`config.mk`:
```
export PLATFORM = sky130hd
export DESIGN_NAME = binarize_majority_downscale
export DESIGN_NICKNAME = d
export VERILOG_FILES = /design/src/design/bmd_pkg.sv /design/src/design/binarize_majority_downscale.sv /design/src/design/bmd_ram.sv
export SDC_FILE = /design/constraint.sdc
export NUM_CORES = 2
export LEC_CHECK = 0
export BUFFER_PORTS_ARGS = -buffer_cell sky130_fd_sc_hd__buf_2
export CAP_MARGIN = 10
export CORE_AREA = 5 5 349 351
export CTS_CLUSTER_SIZE = 30
export DETAILED_ROUTE_END_ITERATION = 16
export DIE_AREA = 0 0 354 356
export SKIP_LAST_GASP = 1
export SYNTH_ARGS = -nofsm -noshare
export SYNTH_HDL_FRONTEND = slang
export SYNTH_HIERARCHICAL = 1
export SYNTH_SLANG_ARGS = --single-unit
```
`constraint.sdc`:
```
create_clock -name clock -period 16.5 [get_ports clock]
set_input_delay 4.95 -clock clock [delete_from_list [all_inputs] [get_ports clock]]
set_output_delay 4.95 -clock clock [all_outputs]
set_load 0.005 [all_outputs]
```
`src/design/bmd_pkg.sv`:
```
`default_nettype none

package bmd_pkg;

   localparam int MAX_SRC_DIM_DEF    = 1024;
   localparam int MAX_DST_HEIGHT_DEF = 32;
   localparam int MAX_DST_WIDTH_DEF  = 32;

   localparam int CSR_ADDR_W  = 5;
   localparam int CSR_DATA_W  = 32;
   localparam int PIX_W       = 8;
   localparam int REQ_TDATA_W = 24;
   localparam int CELL_W      = 5;
   localparam int RSP_TDATA_W = 16;

   localparam int SRC_CFG_W = 11;
   localparam int DST_CFG_W = 6;
   localparam int THR_W     = 8;

   localparam logic [SRC_CFG_W-1:0] SRC_HEIGHT_RST     = 11'd240;
   localparam logic [SRC_CFG_W-1:0] SRC_WIDTH_RST      = 11'd160;
   localparam logic [DST_CFG_W-1:0] DST_HEIGHT_RST     = 6'd24;
   localparam logic [DST_CFG_W-1:0] DST_WIDTH_RST      = 6'd16;
   localparam logic [THR_W-1:0]     LUMA_THRESHOLD_RST = 8'd200;

   localparam int LUMA_W      = 22;
   localparam int LUMA_COEF_R = 2989;
   localparam int LUMA_COEF_G = 5870;
   localparam int LUMA_COEF_B = 1140;
   localparam int LUMA_SCALE  = 10000;

   typedef enum logic [2:0] {
      REG_SRC_HEIGHT     = 3'd0,
      REG_SRC_WIDTH      = 3'd1,
      REG_DST_HEIGHT     = 3'd2,
      REG_DST_WIDTH      = 3'd3,
      REG_LUMA_THRESHOLD = 3'd4
   } bmd_reg_type;

endpackage

`default_nettype wire

```
`src/design/binarize_majority_downscale.sv`:
```
// Binarizes an RGB pixel stream and shrinks it to a small bitmap by majority
// vote over box windows.
// Pixels enter on the req channel in raster order, one transaction per pixel.
// A pixel that closes an output cell produces one transaction on the rsp
// channel carrying the cell value, its row and column; tlast marks the last
// cell of the frame. Other pixels produce nothing.
// Throughput is one pixel per clock while req_tready is high. A pixel that
// closes a cell is registered into the tally stage while the column memory
// reads its tally; the read-modify-write then queues the result for output.
// Results wait in a two-entry output queue. When the queue is full and the
// pixel in the tally stage closes a cell, req_tready drops until the receiver
// takes a result.
// Reset loads the default sizes and threshold, restarts the frame and marks
// every column tally as zero through per-column valid bits, so no clearing
// pass is needed. Writing any size register restarts the frame the same way;
// the threshold register takes effect on the next pixel.
// Registers sit on the APB port at byte address 4*index and read back.
`default_nettype none

module binarize_majority_downscale #(
   parameter int MAX_SRC_DIM    = bmd_pkg::MAX_SRC_DIM_DEF,
   parameter int MAX_DST_HEIGHT = bmd_pkg::MAX_DST_HEIGHT_DEF,
   parameter int MAX_DST_WIDTH  = bmd_pkg::MAX_DST_WIDTH_DEF
) (
   input  logic                             clock,
   input  logic                             reset,
   input  logic                             req_tvalid,
   output logic                             req_tready,
   input  logic [bmd_pkg::REQ_TDATA_W-1:0]  req_tdata,  // red, green, blue
   output logic                             rsp_tvalid,
   input  logic                             rsp_tready,
   output logic [bmd_pkg::RSP_TDATA_W-1:0]  rsp_tdata,  // cell_bit, cell_row, cell_col
   output logic                             rsp_tlast,
   input  logic                             csr_psel,
   input  logic                             csr_penable,
   input  logic                             csr_pwrite,
   input  logic [bmd_pkg::CSR_ADDR_W-1:0]   csr_paddr,
   input  logic [bmd_pkg::CSR_DATA_W-1:0]   csr_pwdata,
   output logic [bmd_pkg::CSR_DATA_W-1:0]   csr_prdata,
   output logic                             csr_pready
);

   localparam int SDIM_W  = $clog2(MAX_SRC_DIM + 1);
   localparam int SPOS_W  = $clog2(MAX_SRC_DIM);
   localparam int DH_W    = $clog2(MAX_DST_HEIGHT + 1);
   localparam int DW_W    = $clog2(MAX_DST_WIDTH + 1);
   localparam int DROW_W  = (MAX_DST_HEIGHT > 1) ? $clog2(MAX_DST_HEIGHT) : 1;
   localparam int DCOL_W  = (MAX_DST_WIDTH > 1) ? $clog2(MAX_DST_WIDTH) : 1;
   localparam int MAX_DST = (MAX_DST_HEIGHT > MAX_DST_WIDTH) ? MAX_DST_HEIGHT
                                                             : MAX_DST_WIDTH;
   localparam int CNT_W   = $clog2(2 * (MAX_SRC_DIM + 1) * (MAX_DST + 2));
   localparam int CNT_X_W = CNT_W + 1;
   localparam int TALLY_W = $clog2(MAX_SRC_DIM * MAX_SRC_DIM) + 2;
   localparam int LUMA_W  = bmd_pkg::LUMA_W;
   localparam int CELL_W  = bmd_pkg::CELL_W;
   localparam int PIX_W   = bmd_pkg::PIX_W;

   typedef struct packed {
      logic              frame_done;
      logic [CELL_W-1:0] cell_col;
      logic [CELL_W-1:0] cell_row;
      logic              cell_bit;
   } bmd_result_type;

   function automatic logic [31:0] clamp_dim(input logic [31:0] value,
                                             input logic [31:0] hi);
      if (value < 32'd1) begin
         return 32'd1;
      end
      if (value > hi) begin
         return hi;
      end
      return value;
   endfunction

   // Configuration registers
   logic [bmd_pkg::SRC_CFG_W-1:0] src_height_ff, src_height_in;
   logic [bmd_pkg::SRC_CFG_W-1:0] src_width_ff, src_width_in;
   logic [bmd_pkg::DST_CFG_W-1:0] dst_height_ff, dst_height_in;
   logic [bmd_pkg::DST_CFG_W-1:0] dst_width_ff, dst_width_in;
   logic [bmd_pkg::THR_W-1:0]     thr_ff, thr_in;
   logic [LUMA_W-1:0]             thr_scaled_ff, thr_scaled_in;

   logic                  csr_wr;
   logic                  size_wr;
   logic                  restart_all;
   bmd_pkg::bmd_reg_type  reg_idx;

   // Effective sizes
   logic [31:0]       sh_w, sw_w, dh_w, dw_w, dh_lim, dw_lim;
   logic [SDIM_W-1:0] eff_sh_ff, eff_sh_in, eff_sw_ff, eff_sw_in;
   logic [DH_W-1:0]   eff_dh_ff, eff_dh_in;
   logic [DW_W-1:0]   eff_dw_ff, eff_dw_in;

   // Frame counters
   logic [SPOS_W-1:0] src_row_ff, src_row_in, src_col_ff, src_col_in;
   logic [DROW_W-1:0] dst_row_ff, dst_row_in;
   logic [DCOL_W-1:0] dst_col_ff, dst_col_in;
   logic [CNT_W-1:0]  row_edge_ff, row_edge_in, row_pos_ff, row_pos_in;
   logic [CNT_W-1:0]  col_edge_ff, col_edge_in, col_pos_ff, col_pos_in;
   logic [CNT_W-1:0]  row_edge_rst, row_pos_rst, col_edge_rst, col_pos_rst;
   logic [CNT_W-1:0]  two_sh, two_sw, two_dh, two_dw;
   logic              row_last, col_last, row_end, frame_end, cell_done;

   logic              accept;
   logic [LUMA_W-1:0] luma;

   // Tally stage
   logic              b_valid_ff, b_valid_in;
   logic              b_one_ff, b_emit_ff, b_done_ff;
   logic [DCOL_W-1:0] b_col_ff;
   logic [DROW_W-1:0] b_row_ff;
   logic              b_stall, b_advance;

   logic [MAX_DST_WIDTH-1:0] valid_ff, valid_in;
   logic                     fwd_valid_ff, fwd_valid_in;
   logic [DCOL_W-1:0]        fwd_addr_ff;
   logic [TALLY_W-1:0]       fwd_data_ff;

   logic [TALLY_W-1:0]        ram_rd_data, ram_wr_data;
   logic signed [TALLY_W-1:0] tally_old, tally_new;
   logic                      tally_pos;

   // Output queue
   bmd_result_type q_ff [2];
   bmd_result_type q_in [2];
   bmd_result_type new_result;
   logic [1:0]     out_cnt_ff, out_cnt_in, out_slot;
   logic           push, pop;

   assign csr_pready = 1'b1;
   assign csr_wr     = csr_psel && csr_penable && csr_pwrite;
   assign reg_idx    = bmd_pkg::bmd_reg_type'(csr_paddr[bmd_pkg::CSR_ADDR_W-1:2]);
   assign size_wr    = csr_wr && (reg_idx inside {bmd_pkg::REG_SRC_HEIGHT,
                                                  bmd_pkg::REG_SRC_WIDTH,
                                                  bmd_pkg::REG_DST_HEIGHT,
                                                  bmd_pkg::REG_DST_WIDTH});
   assign restart_all = reset || size_wr;

   always_comb begin
      src_height_in = src_height_ff;
      src_width_in  = src_width_ff;
      dst_height_in = dst_height_ff;
      dst_width_in  = dst_width_ff;
      thr_in        = thr_ff;
      if (reset) begin
         src_height_in = bmd_pkg::SRC_HEIGHT_RST;
         src_width_in  = bmd_pkg::SRC_WIDTH_RST;
         dst_height_in = bmd_pkg::DST_HEIGHT_RST;
         dst_width_in  = bmd_pkg::DST_WIDTH_RST;
         thr_in        = bmd_pkg::LUMA_THRESHOLD_RST;
      end else if (csr_wr) begin
         case (reg_idx)
            bmd_pkg::REG_SRC_HEIGHT:     src_height_in = csr_pwdata[bmd_pkg::SRC_CFG_W-1:0];
            bmd_pkg::REG_SRC_WIDTH:      src_width_in  = csr_pwdata[bmd_pkg::SRC_CFG_W-1:0];
            bmd_pkg::REG_DST_HEIGHT:     dst_height_in = csr_pwdata[bmd_pkg::DST_CFG_W-1:0];
            bmd_pkg::REG_DST_WIDTH:      dst_width_in  = csr_pwdata[bmd_pkg::DST_CFG_W-1:0];
            bmd_pkg::REG_LUMA_THRESHOLD: thr_in        = csr_pwdata[bmd_pkg::THR_W-1:0];
            default: ;
         endcase
      end
      thr_scaled_in = LUMA_W'(thr_in) * LUMA_W'(bmd_pkg::LUMA_SCALE);
   end

   always_comb begin
      csr_prdata = '0;
      case (reg_idx)
         bmd_pkg::REG_SRC_HEIGHT:     csr_prdata = bmd_pkg::CSR_DATA_W'(src_height_ff);
         bmd_pkg::REG_SRC_WIDTH:      csr_prdata = bmd_pkg::CSR_DATA_W'(src_width_ff);
         bmd_pkg::REG_DST_HEIGHT:     csr_prdata = bmd_pkg::CSR_DATA_W'(dst_height_ff);
         bmd_pkg::REG_DST_WIDTH:      csr_prdata = bmd_pkg::CSR_DATA_W'(dst_width_ff);
         bmd_pkg::REG_LUMA_THRESHOLD: csr_prdata = bmd_pkg::CSR_DATA_W'(thr_ff);
         default:                     csr_prdata = '0;
      endcase
   end

   always_comb begin
      sh_w   = clamp_dim(32'(src_height_in), 32'(MAX_SRC_DIM));
      sw_w   = clamp_dim(32'(src_width_in), 32'(MAX_SRC_DIM));
      dh_lim = (sh_w < 32'(MAX_DST_HEIGHT)) ? sh_w : 32'(MAX_DST_HEIGHT);
      dw_lim = (sw_w < 32'(MAX_DST_WIDTH)) ? sw_w : 32'(MAX_DST_WIDTH);
      dh_w   = clamp_dim(32'(dst_height_in), dh_lim);
      dw_w   = clamp_dim(32'(dst_width_in), dw_lim);
      eff_sh_in = sh_w[SDIM_W-1:0];
      eff_sw_in = sw_w[SDIM_W-1:0];
      eff_dh_in = dh_w[DH_W-1:0];
      eff_dw_in = dw_w[DW_W-1:0];
      row_edge_rst = (CNT_W'(eff_sh_in) << 1) + CNT_W'(eff_dh_in);
      row_pos_rst  = CNT_W'(eff_dh_in) << 1;
      col_edge_rst = (CNT_W'(eff_sw_in) << 1) + CNT_W'(eff_dw_in);
      col_pos_rst  = CNT_W'(eff_dw_in) << 1;
   end

   assign accept     = req_tvalid && req_tready;
   assign b_stall    = b_valid_ff && b_emit_ff && (out_cnt_ff == 2'd2);
   assign b_advance  = b_valid_ff && !b_stall;
   assign req_tready = !reset && !b_stall;

   assign two_sh = CNT_W'(eff_sh_ff) << 1;
   assign two_sw = CNT_W'(eff_sw_ff) << 1;
   assign two_dh = CNT_W'(eff_dh_ff) << 1;
   assign two_dw = CNT_W'(eff_dw_ff) << 1;

   assign row_last  = (CNT_X_W'(row_pos_ff) + CNT_X_W'(two_dh)) > CNT_X_W'(row_edge_ff);
   assign col_last  = (CNT_X_W'(col_pos_ff) + CNT_X_W'(two_dw)) > CNT_X_W'(col_edge_ff);
   assign row_end   = (SDIM_W'(src_col_ff) + SDIM_W'(1)) >= eff_sw_ff;
   assign frame_end = row_end && ((SDIM_W'(src_row_ff) + SDIM_W'(1)) >= eff_sh_ff);
   assign cell_done = ((DH_W'(dst_row_ff) + DH_W'(1)) >= eff_dh_ff)
                   && ((DW_W'(dst_col_ff) + DW_W'(1)) >= eff_dw_ff);

   assign luma = LUMA_W'(bmd_pkg::LUMA_COEF_R) * LUMA_W'(req_tdata[PIX_W-1:0])
               + LUMA_W'(bmd_pkg::LUMA_COEF_G) * LUMA_W'(req_tdata[2*PIX_W-1:PIX_W])
               + LUMA_W'(bmd_pkg::LUMA_COEF_B) * LUMA_W'(req_tdata[3*PIX_W-1:2*PIX_W]);

   always_comb begin
      src_row_in  = src_row_ff;
      src_col_in  = src_col_ff;
      dst_row_in  = dst_row_ff;
      dst_col_in  = dst_col_ff;
      row_edge_in = row_edge_ff;
      row_pos_in  = row_pos_ff;
      col_edge_in = col_edge_ff;
      col_pos_in  = col_pos_ff;
      if (restart_all || (accept && frame_end)) begin
         src_row_in  = '0;
         src_col_in  = '0;
         dst_row_in  = '0;
         dst_col_in  = '0;
         row_edge_in = row_edge_rst;
         row_pos_in  = row_pos_rst;
         col_edge_in = col_edge_rst;
         col_pos_in  = col_pos_rst;
      end else if (accept) begin
         if (row_end) begin
            src_col_in  = '0;
            dst_col_in  = '0;
            col_edge_in = col_edge_rst;
            col_pos_in  = col_pos_rst;
            src_row_in  = src_row_ff + SPOS_W'(1);
            row_pos_in  = row_pos_ff + two_dh;
            if (row_last) begin
               dst_row_in  = dst_row_ff + DROW_W'(1);
               row_edge_in = row_edge_ff + two_sh;
            end
         end else begin
            src_col_in = src_col_ff + SPOS_W'(1);
            col_pos_in = col_pos_ff + two_dw;
            if (col_last) begin
               dst_col_in  = dst_col_ff + DCOL_W'(1);
               col_edge_in = col_edge_ff + two_sw;
            end
         end
      end
   end

   always_comb begin
      b_valid_in = b_valid_ff;
      if (restart_all) begin
         b_valid_in = 1'b0;
      end else if (accept) begin
         b_valid_in = 1'b1;
      end else if (b_advance) begin
         b_valid_in = 1'b0;
      end
   end

   bmd_ram #(
      .WIDTH (TALLY_W),
      .DEPTH (MAX_DST_WIDTH)
   ) u_tally_ram (
      .clock   (clock),
      .wr_en   (b_advance),
      .wr_addr (b_col_ff),
      .wr_data (ram_wr_data),
      .rd_en   (accept),
      .rd_addr (dst_col_ff),
      .rd_data (ram_rd_data)
   );

   always_comb begin
      if (fwd_valid_ff && (fwd_addr_ff == b_col_ff)) begin
         tally_old = $signed(fwd_data_ff);
      end else if (valid_ff[b_col_ff]) begin
         tally_old = $signed(ram_rd_data);
      end else begin
         tally_old = '0;
      end
      tally_new   = b_one_ff ? tally_old + TALLY_W'(1) : tally_old - TALLY_W'(1);
      tally_pos   = !tally_new[TALLY_W-1] && (tally_new != '0);
      ram_wr_data = b_emit_ff ? '0 : tally_new;
   end

   always_comb begin
      valid_in     = valid_ff;
      fwd_valid_in = fwd_valid_ff;
      if (restart_all) begin
         valid_in     = '0;
         fwd_valid_in = 1'b0;
      end else if (b_advance) begin
         valid_in[b_col_ff] = 1'b1;
         fwd_valid_in       = 1'b1;
      end
   end

   assign new_result.frame_done = b_done_ff;
   assign new_result.cell_col   = CELL_W'(b_col_ff);
   assign new_result.cell_row   = CELL_W'(b_row_ff);
   assign new_result.cell_bit   = tally_pos;

   assign push     = b_advance && b_emit_ff;
   assign pop      = rsp_tvalid && rsp_tready;
   assign out_slot = out_cnt_ff - {1'b0, pop};

   always_comb begin
      q_in[0]    = q_ff[0];
      q_in[1]    = q_ff[1];
      out_cnt_in = out_cnt_ff + {1'b0, push} - {1'b0, pop};
      if (pop) begin
         q_in[0] = q_ff[1];
      end
      if (push) begin
         q_in[out_slot[0]] = new_result;
      end
      if (reset) begin
         out_cnt_in = '0;
      end
   end

   assign rsp_tvalid = (out_cnt_ff != 2'd0);
   assign rsp_tdata  = bmd_pkg::RSP_TDATA_W'({q_ff[0].cell_col, q_ff[0].cell_row,
                                              q_ff[0].cell_bit});
   assign rsp_tlast  = q_ff[0].frame_done;

   always_ff @(posedge clock) begin
      src_height_ff <= src_height_in;
      src_width_ff  <= src_width_in;
      dst_height_ff <= dst_height_in;
      dst_width_ff  <= dst_width_in;
      thr_ff        <= thr_in;
      thr_scaled_ff <= thr_scaled_in;
      eff_sh_ff     <= eff_sh_in;
      eff_sw_ff     <= eff_sw_in;
      eff_dh_ff     <= eff_dh_in;
      eff_dw_ff     <= eff_dw_in;
      src_row_ff    <= src_row_in;
      src_col_ff    <= src_col_in;
      dst_row_ff    <= dst_row_in;
      dst_col_ff    <= dst_col_in;
      row_edge_ff   <= row_edge_in;
      row_pos_ff    <= row_pos_in;
      col_edge_ff   <= col_edge_in;
      col_pos_ff    <= col_pos_in;
      b_valid_ff    <= b_valid_in;
      valid_ff      <= valid_in;
      fwd_valid_ff  <= fwd_valid_in;
      out_cnt_ff    <= out_cnt_in;
      q_ff[0]       <= q_in[0];
      q_ff[1]       <= q_in[1];
      if (accept) begin
         b_one_ff  <= luma >= thr_scaled_ff;
         b_col_ff  <= dst_col_ff;
         b_row_ff  <= dst_row_ff;
         b_emit_ff <= row_last && col_last;
         b_done_ff <= cell_done;
      end
      if (b_advance) begin
         fwd_addr_ff <= b_col_ff;
         fwd_data_ff <= ram_wr_data;
      end
   end

endmodule

`default_nettype wire

```
`src/design/bmd_ram.sv`:
```
`default_nettype none

module bmd_ram #(
   parameter int WIDTH = 8,
   parameter int DEPTH = 32,
   localparam int ADDR_W = (DEPTH > 1) ? $clog2(DEPTH) : 1
) (
   input  logic              clock,
   input  logic              wr_en,
   input  logic [ADDR_W-1:0] wr_addr,
   input  logic [WIDTH-1:0]  wr_data,
   input  logic              rd_en,
   input  logic [ADDR_W-1:0] rd_addr,
   output logic [WIDTH-1:0]  rd_data
);

   logic [WIDTH-1:0] mem_ff [DEPTH];
   logic [WIDTH-1:0] rd_data_ff;

   always_ff @(posedge clock) begin
      if (wr_en) begin
         mem_ff[wr_addr] <= wr_data;
      end
      if (rd_en) begin
         rd_data_ff <= mem_ff[rd_addr];
      end
   end

   assign rd_data = rd_data_ff;

endmodule

`default_nettype wire

```
=== Word level (Yosys, flattened, before mapping) ===
Memories as Yosys holds them, arrays and structs flattened. A register that Yosys moved wholly into a read port is not among the register bits.
Cells that the tools add are included.

* Register bits: 268
* RAM bits: 728
* Bits of input ports: 68
* Memories kept: 2

{| class="wikitable"
|+ Memories
! name !! words !! bits a word !! rd ports !! clocked after memory_dff !! wr ports !! line !! text
|-
| u_tally_ram.mem_ff || 32 || 22 || 1 || 1 || 1 || bmd_ram.sv:17 || <nowiki>logic [WIDTH-1:0] mem_ff [DEPTH];</nowiki>
|-
| q_ff || 2 || 12 || 2 || 0 || 2 || binarize_majority_downscale.sv:125 || <nowiki>bmd_result_type q_ff [2];</nowiki>
|}

* Add/sub/neg operators: 23
* $mul: 4
* Order comparisons: 21
* Eq/ne operators: 6
* Muxes and demuxes: 80
* Bitwise logic cells: 2
* Reductions and logical operators: 39

{| class="wikitable"
|+ Operators by type and width
! cell !! count
|-
| two-way mux 32 bit || 10
|-
| two-way mux 17 bit || 9
|-
| two-way mux 22 bit || 4
|-
| two-way mux 6 bit || 14
|-
| two-way mux 11 bit || 6
|-
| greater-than comparator 6 x 32 -> 1 bit || 2
|-
| less-than comparator 32 x 6 -> 1 bit (second input constant) || 2
|-
| one-hot mux 11 bit (5 select lines) || 1
|-
| multiplier 12 x 8 -> 20 bit (first input constant) || 2
|-
| adder 17 x 7 -> 18 bit || 2
|-
| greater-than comparator 18 x 17 -> 1 bit || 2
|-
| two-way mux 7 bit || 5
|-
| adder 17 x 12 -> 17 bit || 2
|-
| adder 17 x 7 -> 17 bit || 2
|-
| bitwise OR 32 bit || 1
|-
| adder 12 x 6 -> 13 bit || 2
|-
| bitwise mux 24 bit || 1
|-
| two-way mux 12 bit || 2
|-
| two-way mux 24 bit || 1
|-
| two-way mux 8 bit || 3
|-
| adder 10 x 1 -> 11 bit (second input constant) || 2
|-
| adder 20 x 21 -> 22 bit || 1
|-
| adder 22 x 19 -> 22 bit || 1
|-
| adder 22 x 2 -> 22 bit (second input constant) || 1
|-
| other kinds (41) || 97
|}

=== Longest topological paths before layout ===
* Word-level depth: 20
* Mapped depth: 39
* Gate-level depth less buffers: 39

=== Cells and area by module ===
Netlist, hierarchy kept.

{| class="wikitable"
|+ By module, submodules not included
! module !! instances !! cells each !! area an instance (um^2) !! sequential area each (um^2)
|-
| bmd_ram || 1 || 1550 || 28205.8 || 21800.9
|-
| binarize_majority_downscale || 1 || 2692 || 24433.4 || 6726.5
|}

=== Worst setup path after synthesis ===
No wires, ideal clock.

* Kind: input -> register
* Start point: input req_tdata[13] (netlist name)
* End point: register b_one_ff, data pin
* Arrival: 12.805 ns
* Data required time: 16.232 ns
* Slack: 3.427 ns
* Stages: 35
* Cells stage by stage: fa_1 > fa_1 > fa_1 > inv_1 > fa_1 > inv_1 > ha_1 > inv_1 > o21bai_1 > a21oi_1 > o21bai_1 > a21oi_1 > xnor2_1 > ha_1 > fa_1 > inv_1 > fa_1 > inv_1 > fa_1 > inv_1 > fa_1 > inv_1 > ha_1 > and2_1 > o21a_1 > or3_1 > a21oi_1 > xnor2_1 > ha_1 > o21a_1 > o21a_1 > o41ai_1 > o21ai_0 > o21ai_0 > a21oi_1

* Cells in the longest elaborated chain, start to end: 4

{| class="wikitable"
|+ RTL lines
! item !! line !! text
|-
| from (decl) || binarize_majority_downscale.sv:29 || <nowiki>input logic [bmd_pkg::REQ_TDATA_W-1:0] req_tdata,</nowiki>
|-
| multiplier 12 x 8 -> 20 bit || binarize_majority_downscale.sv:212 || <nowiki>+ LUMA_W'(bmd_pkg::LUMA_COEF_G) * LUMA_W'(req_tdata[2*PIX_W-1:PIX_W])</nowiki>
|-
| adder 20 x 21 -> 22 bit || binarize_majority_downscale.sv:212 ||
|-
| adder 22 x 19 -> 22 bit || binarize_majority_downscale.sv:213 || <nowiki>+ LUMA_W'(bmd_pkg::LUMA_COEF_B) * LUMA_W'(req_tdata[3*PIX_W-1:2*PIX_W]);</nowiki>
|-
| greater-or-equal comparator 22 bit || binarize_majority_downscale.sv:360 || <nowiki>b_one_ff <= luma >= thr_scaled_ff;</nowiki>
|-
| to (signal assigned) || binarize_majority_downscale.sv:360 ||
|-
| to (decl) || binarize_majority_downscale.sv:110 || <nowiki>logic b_one_ff, b_emit_ff, b_done_ff;</nowiki>
|}

No other way between the ends.
A chain may end at the register's enable or synchronous reset.

=== Worst setup path after layout ===
Same ends and word-level chain as after synthesis.

==> results.yml <==
detailed_routing:
  dr.pass1.iters: 5
  vias: 32205
  routed_via_density: 5.394
  ant_nets: 0
  drc: 0
  drt_iter0_drc: 2102
  drt-wirelength-per-cell_um: 20.26
  totalWireLength_um: 121000
flow_run:
  max_cap_violations: 0
grt:
  grt_max_degree: 61
  grt_pass1_vias: 31944
  grt-ovfl-total: 0
  antenna_found_initial: 1
  grt_pass1_wl_um: 187500
  grt_usage: 0.1897
placement:
  place_hpwl_um: 77690
  place_congestion: 0.8221
  portBuffers: 69
  placed_cells: 5773
cts:
  holdBufCountCts: 0
  cts_buffers: 103
  post_cts_buffers: 0
  cts_tree: "done"
  clock_path_buffers: 3
  clk_root_buffer_cell: "clkbuf_16"
  clk_pin_slew_worst_paths_ns: 0.06
  cts_max_level: 3
  clkSinkCount: 1013
  clk_latency_ns: 0.68
  cts_resized: 0
logic_synthesis:
  netlist_instances: 4242
  ys_seq_elements: 1013
  synth-seq-area-share: 0.5419
  ys_warn_count: 6
  synth_area_mm2: 0.05264
  synth_top_area_frac: 0.4701
  synth_flop_cell: "edfxtp_1"
  synth_edf_count: 824
  async_reset_ff_frac: 0
  synth_area_leader_cell: "edfxtp_1"
  synth_area_leaders: "edfxtp_1 (47%), ha_1 (8.3%), mux2i_1 (8.3%)"
  synth_cell_type_count: 78
  synth_area_per_cell_um2: 12.41
  yosysMostFrequentCell: "edfxtp_1"
  synth_common_cells: "edfxtp_1 (824), mux2i_1 (434), inv_1 (419)"
cells_and_area:
  drive_above_1_share: 0.09543
  final_util: 0.4932
  nNetsFinal: 4873
  syn2layout_area_growth_pct: 11.21
  stdcell_count: 5971
timing:
  hold_ws_ns: 0.4442
  finalSetupTns_ns: 0
  worstMarginPinSlew_ns: 1.273
  rsz0062_at_grt: "no"
  max_freq_ghz: 0.07597
  finClkSkew_ns: 0.06166
  slew_viol_final: 0
  finalHoldViolations: 0
  setup_viol: 0
  slew_headroom: 0.1483
  min_period_ns: 13.16
  finalCritPeriodShare: 0.7978
power:
  ir_drop_uv: 672.7
  p_leak_uw: 0.02228
  powerDensity_mw_per_mm2: 212.4
critical_path:
  required_ns: 16.86
  path_class: "primary input to flop"
  startpoint_type: "primary input"
  crit_family: "adder cells"
  crit_fanout: 6
  critPathCaptureType: "flop"
  crit_top_cell: "fa_1"
  worst-path-buf-inv: 8
  critPathMaxStageDelay_ns: 0.57
  crit_arrival_ns: 13.53
  critPathSlowestCell: "fa_1"
die:
  die_w_um: 354
  fp-row-count: 127
  die_area_mm2: 0.1260
  core_mm2: 0.1187
  initial_utilization: 0.4435
  ios: 120
  die_y_um: 356
run_status:
  status: "complete, no violations"
min_path:
  min_path_type: "flop to flop"
## cells in the final DEF, fill, tap and decap left out, types with 67 or more instances in the layout
cell type,n
a21oi_1,215
a22oi_1,98
buf_2,69
buf_4,86
clkbuf_16,109
dfxtp_1,188
edfxtp_1,824
fa_1,126
ha_1,348
inv_1,418
mux2i_1,434
nand2_1,155
nand3_1,102
nor2_1,229
o21ai_0,101
xnor2_1,115
xor2_1,67
## state kept, by name, indices dropped and copies added (netlist names), 6 cells and up, named ones only
name	flops
col_edge_ff	17
col_pos_ff	17
dst_height_ff	6
dst_width_ff	6
eff_dh_ff	6
eff_dw_ff	6
eff_sh_ff	11
eff_sw_ff	11
fwd_data_ff	22
q_ff	12
row_edge_ff	17
row_pos_ff	16
src_col_ff	10
src_height_ff	11
src_row_ff	10
src_width_ff	11
thr_ff	8
thr_scaled_ff	14
u_tally_ram/mem_ff	704
u_tally_ram/rd_data	22
valid_ff	32
## worst min-delay path, delay by kind of cell (launching register included)
| family | cells | cell delay [ns] |
|---|---|---|
| simple gates | 1 | 0.04 |
| buf+inv | 1 | 0.06 |
| flops | 1 | 0.30 |
## cell type report
cell class	count	area, µm²
sequential	1013	28530
timing repair buffer	156	1006
inverter	421	1580
multi-input combinational	2636	21660
fill	10250	60160
clock inverter	67	937.1
tap	1548	1937
antenna	1	2.502
clock buffer	129	2883
## kinds of logic (layout without fill, tap and decap cells)
kind of cell	after synthesis	after routing	synth area share
other	2	28	0.0001427
adders and majority gates	474	474	0.1306
AOI/OAI and AO/OA	690	690	0.08638
buffers and inverters	618	773	0.05191
muxes	442	442	0.08424
xor gates and xnor gates	182	182	0.03028
and+or+nand+nor	821	821	0.07447
DFF	1013	1013	0.5419
## routing by layer
| layer | routed length, µm | global-route usage | vias up |
|---|---|---|---|
| met4 | 2326 | 0.04559 | 0 |
| li1 | - | - | 15424 |
| met5 | 0 | 0 | - |
| met3 | 6165 | 0.02559 | 151 |
| met2 | 55070 | 0.3044 | 680 |
| met1 | 57400 | 0.2755 | 15950 |
## power by group
part           switching (µW)  internal [µW]  leakage [µW]
clock                    1000           1560       0.00184
sequential               24.7           3120       0.00909
combinational            3780           2940        0.0114
total                    4810           7630        0.0223
## metrics by stage
stage	worst slack (ns)	total power [µW]	cell area, µm²
6_report	3.337	12430	58540
5_1_grt	2.882	13780	58540
4_1_cts	3.307	12570	58520
3_5_place_dp	2.683	9936	54700
3_3_place_gp	2.646	9905	54700
2_1_floorplan	3.427	8505	52730
## final timing paths
path	start	end	slack (ns)	cells after the start
worst max-delay path	req_tdata[13]	b_one_ff	3.34	36
worst min-delay path	col_pos_ff[0]	col_pos_ff[0]	0.44	2
worst max register to register	b_col_ff[4]	u_tally_ram/mem_ff[21][20]	10.10	19
worst min register to register	col_pos_ff[0]	col_pos_ff[0]	0.44	2
(Power assumes the default switching activity.)
